File: src/hdl/tcw_pkg.sv
// ----------------------------------------------------------------------------
// tcw_pkg
// Shared widths, codes and controller/datapath handshake types for the
// text console writer.
// ----------------------------------------------------------------------------
package tcw_pkg;

  // default screen geometry
  localparam int DEF_COLUMNS = 80;
  localparam int DEF_ROWS    = 25;

  // field widths
  localparam int KIND_W     = 3;
  localparam int CHAR_W     = 8;
  localparam int ARG_W      = 8;
  localparam int COL_W      = 7;
  localparam int ROW_W      = 5;
  localparam int OFFSET_W   = 11;
  localparam int CELL_W     = 16;
  localparam int COLOUR_W   = 4;
  localparam int CFG_ADDR_W = 2;

  // request kinds
  localparam logic [KIND_W-1:0] KIND_WRITE = 3'd0;
  localparam logic [KIND_W-1:0] KIND_CLEAR = 3'd1;
  localparam logic [KIND_W-1:0] KIND_SET   = 3'd2;
  localparam logic [KIND_W-1:0] KIND_MOVE  = 3'd3;
  localparam logic [KIND_W-1:0] KIND_READ  = 3'd4;

  // register indexes
  localparam logic [CFG_ADDR_W-1:0] CFG_IDX_FG = 2'd0;
  localparam logic [CFG_ADDR_W-1:0] CFG_IDX_BG = 2'd1;

  // register reset values
  localparam logic [COLOUR_W-1:0] FG_RESET = 4'd2;
  localparam logic [COLOUR_W-1:0] BG_RESET = 4'd0;

  // character codes
  localparam logic [CHAR_W-1:0] CODE_BS    = 8'h08;
  localparam logic [CHAR_W-1:0] CODE_LF    = 8'h0A;
  localparam logic [CHAR_W-1:0] CODE_CR    = 8'h0D;
  localparam logic [CHAR_W-1:0] CODE_SPACE = 8'h20;
  localparam logic [CHAR_W-1:0] CODE_FIRST = 8'h20;
  localparam logic [CHAR_W-1:0] CODE_LAST  = 8'h7F;

  // cell value written by clear
  localparam logic [CELL_W-1:0] CLEAR_CELL = 16'h0200;

  // controller to datapath commands
  typedef struct packed {
    logic accept;
    logic exec;
    logic rd_capture;
    logic prime;
    logic scroll_step;
    logic fill_step;
    logic fill_blank;
    logic out_load;
  } tcw_cmd_t;

  // datapath to controller status
  typedef struct packed {
    logic [KIND_W-1:0] kind;
    logic              need_scroll;
    logic              read_hit;
    logic              sweep_last;
    logic              out_free;
  } tcw_status_t;

endpackage

File: src/hdl/tcw_ctrl.sv
// ----------------------------------------------------------------------------
// tcw_ctrl
// Sequencer for the text console writer: reset fill, request execution,
// scroll and clear sweeps, and result hand-off.
// ----------------------------------------------------------------------------
module tcw_ctrl import tcw_pkg::*; (
  input  logic        clk_i,
  input  logic        rst_ni,
  input  logic        in_valid_i,
  output logic        in_stall_o,
  input  tcw_status_t status_i,
  output tcw_cmd_t    cmd_o
);

  localparam logic [2:0] ST_INIT   = 3'd0;
  localparam logic [2:0] ST_IDLE   = 3'd1;
  localparam logic [2:0] ST_EXEC   = 3'd2;
  localparam logic [2:0] ST_RDWAIT = 3'd3;
  localparam logic [2:0] ST_PRIME  = 3'd4;
  localparam logic [2:0] ST_SCROLL = 3'd5;
  localparam logic [2:0] ST_CLEAR  = 3'd6;
  localparam logic [2:0] ST_RESULT = 3'd7;

  logic [2:0] state_d, state_q;

  assign in_stall_o = (state_q != ST_IDLE);

  // next state and commands
  always_comb begin
    state_d = state_q;
    cmd_o   = '0;
    case (state_q)
      ST_INIT: begin
        cmd_o.fill_step  = 1'b1;
        cmd_o.fill_blank = 1'b1;
        if (status_i.sweep_last) state_d = ST_IDLE;
      end
      ST_IDLE: begin
        if (in_valid_i) begin
          cmd_o.accept = 1'b1;
          state_d      = ST_EXEC;
        end
      end
      ST_EXEC: begin
        cmd_o.exec = 1'b1;
        case (status_i.kind)
          KIND_WRITE: state_d = status_i.need_scroll ? ST_PRIME : ST_RESULT;
          KIND_CLEAR: state_d = ST_CLEAR;
          KIND_READ:  state_d = status_i.read_hit ? ST_RDWAIT : ST_RESULT;
          default:    state_d = ST_RESULT;
        endcase
      end
      ST_RDWAIT: begin
        cmd_o.rd_capture = 1'b1;
        state_d          = ST_RESULT;
      end
      ST_PRIME: begin
        cmd_o.prime = 1'b1;
        state_d     = ST_SCROLL;
      end
      ST_SCROLL: begin
        cmd_o.scroll_step = 1'b1;
        if (status_i.sweep_last) state_d = ST_RESULT;
      end
      ST_CLEAR: begin
        cmd_o.fill_step = 1'b1;
        if (status_i.sweep_last) state_d = ST_RESULT;
      end
      ST_RESULT: begin
        if (status_i.out_free) begin
          cmd_o.out_load = 1'b1;
          state_d        = ST_IDLE;
        end
      end
      default: state_d = ST_IDLE;
    endcase
  end

  // state register
  always_ff @(posedge clk_i or negedge rst_ni) begin
    if (!rst_ni) begin
      state_q <= ST_INIT;
    end else begin
      state_q <= state_d;
    end
  end

endmodule

File: config.mk
export PLATFORM = sky130hd
export DESIGN_NAME = tcw_ctrl
export DESIGN_NICKNAME = d
export VERILOG_FILES = /design/src/hdl/tcw_pkg.sv /design/src/hdl/tcw_ctrl.sv
export SDC_FILE = /design/constraint.sdc
export NUM_CORES = 1
export LEC_CHECK = 0
export ABC_AREA = 1
export BUFFER_PORTS_ARGS = -buffer_cell sky130_fd_sc_hd__buf_4
export CORE_AREA = 2 2 39 41
export DETAILED_ROUTE_END_ITERATION = 10
export DIE_AREA = 0 0 41 43
export SLEW_MARGIN = 15
export SYNTH_ARGS = -nofsm -noshare
export SYNTH_HDL_FRONTEND = slang
export SYNTH_SLANG_ARGS = --single-unit
File: constraint.sdc
create_clock -name clk_i -period 1.56 [get_ports clk_i]
set_input_delay 0.234 -clock clk_i [delete_from_list [all_inputs] [get_ports clk_i]]
set_output_delay 0.234 -clock clk_i [all_outputs]
set_load 0.1 [all_outputs]
==> summary.md <==
| Metric | Value |
|---|---|
| Initial antenna violation count | 0 |
| Synthesis-stage register bit count | 3 |
| Layout cells sized above 1 | 50.0% |
| Die area | 1760 um^2 |
| Total GRT Usage | 12.5% |
| Clock buffer depth | 2 |
| Hold Crit Class | in -> async |
| Biggest regs | state_q (3) |
| CP Data Required Time | 1.33 ns |
| Number of library cell types mapped by synthesis | 16 |
| Commonest cells after routing, fill and taps aside | 17 x nand2_1, 15 x buf_4, 7 x nand3_1, 7 x inv_1, 5 x buf_6 |
| Clock sinks | 3 |
| Post-layout net count | 95 |
| # DRC | 0 |
| Syn avg cell area | 6.05 um^2 |
| WL per Instance | 9.11 um |
| N_diodes | 0 |
| Initial DRC count | 9 |
| CP max stage delay | 0.48 ns |
| Worst-path fanout max | 8 |
| Half-perimeter wire length after detailed placement | 710 um |
| Total gr overflow | 0 |
| Drt total wl | 911 um |
| RSZ-0062 raised after global routing | no |
| Crit-path cells | inv_2 -> nand3_1 -> nand2_2 -> buf_6 |
| Worst Skew | 0.000780 ns |
| Fin crit share | 96.5% |
| Fmax | 664 MHz |
| Largest Register | state_q |
| # Max-Cap Violations | 0 |
| Final ANT Viol Nets | 0 |
| # rows | 14 |
| Worst-path clk slew | 0.04 ns |
| Status | completed |
| Crit path DAT | 1.27 ns |
| # H-tree levels | 1 |
| Crit path buf inv count | 2 |
| Synth Cell Area | 363 um^2 |
| Vias in the first global route | 393 |
| CP top delay family | flip-flops |
| Die X | 41 um |
| # IOs | 19 |
| DIE HEIGHT | 43 um |
| Dpl ws | 0.104 ns |
| DRT Pass-1 Iters | 4 |
| Final setup vio count | 0 |
| Commonest non-fill, non-tap cell in the layout | nand2_1 |
| Tmin final | 1.51 ns |
| Core Box Area | 1380 um^2 |
| Clock latency on the worst-skew pair | 0.23 ns |
| Syn_nets | 70 |
| First-pass GRT wire length | 1.50 mm |
| Max Slew Vio Count | 0 |
| IO Port Bufs | 18 |
| Worst path slowest cell | dfrtp_2 |
| Synth Instances | 60 |
| Slew @ Worst Pin | 0.279 ns |
| PnR worst setup slack | 0.0549 ns |
| Via total after detailed routing | 450 |
| Starting Density | 26.2% |
| Startpoint Class | flip-flop |
| Flip-flop count of the largest register after layout | 3 |
| DR vias/cell | 4.50 |
| Setup_tns | 0 ns |
| Placer Congestion | 0.813 |
| Inserted Clock Buffers | 3 |
| Root Buffer | clkbuf_4 |
| Seq/Total Area, Yosys | 20.7% |
| Worst setup EP type | output pin |
| Max-slew headroom | 81.5% |
| Setup Crit Path Kind | reg -> out |
| R2r setup slk | 0.33 ns |
| Area growth syn-to-layout | 70.7% |
| CTS tree | built |
| Largest net degree at the start of global routing | 11 |
| Final Hold Fails | 0 |
| YS warnings | 0 |
[cell families (layout without fill, tap and decap cells)]
| group | Yosys count | count (layout) | share of synthesized area [%] |
|---|---|---|---|
| compound gates | 4 | 4 | 7.24 |
| buf+inv | 12 | 36 | 16.6 |
| simple gates | 41 | 41 | 55.5 |
| flops | 3 | 3 | 20.7 |
[synth_stat cells]
cell type   n  area share [%]
inv_2       2             2.1
buf_6       2             6.2
nand2_1    19              20
nand2_2     1             1.7
inv_1       8             8.3
nor3_4      1             4.5
nand3b_1    1             2.1
a21oi_1     2             2.8
o21ai_2     1             2.4
nand4_1     1             1.7
nand3_1     7             9.7
dfrtp_1     3              21
o21a_1      1             2.1
nor2_2      2             3.4
nor2_1      7             7.2
nand3_2     2             5.5
[worst paths after layout]
check	start	end	depth (start not counted)
worst min-delay path	rst_ni	state_q[1]	2
worst max register to register	state_q[1]	state_q[2]	8
min in group clk_i	status_i[3]	state_q[0]	5
worst min register to register	state_q[0]	state_q[0]	2
worst max-delay path	state_q[0]	cmd_o[2]	4
max in group asynchronous	rst_ni	state_q[0]	2
[stage by stage]
step | area (um^2) | util (%) | hold slack [ns] | instances
floorplan | 383 | - | -0.0616 | 60
global route | 619 | 44.8 | 0.337 | 100
detailed placement | 523 | 37.8 | 0.0248 | 93
CTS | 586 | 42.3 | 0.324 | 99
finish | 619 | 44.8 | 0.330 | 100
global placement | 523 | 37.8 | 0.0247 | 93
[metal layers]
metal / wire length, um / track usage (%) / vias up
met2: 454 / 18.4 / 14
met5: 0 / 0 / -
met3: 44 / 3.14 / 0
met1: 411 / 15.3 / 200
li1: - / - / 236
met4: 0 / 8.00 / 0
[timing repair]
item                                   CTS  global route
setup buffers                            1             1
pin swaps                                0             0
setup endpoints to repair                8             6
endpoints found under the hold margin    3             0
gates resized for setup                  8             7
hold buffers                             1             0
[area by class of cell]
type / instances / area [um^2]
Timing Repair Buffer: 22 / 199
Tap cell: 16 / 20.0
Clock buffer: 4 / 26.3
Sequential cell: 3 / 78.8
Multi-Input combinational cell: 45 / 255
Inverter: 10 / 40.0
Fill cell: 159 / 764
Power is not shown: default switching activity piles up to over one toggle a cycle in this logic, so the estimate is an artifact.
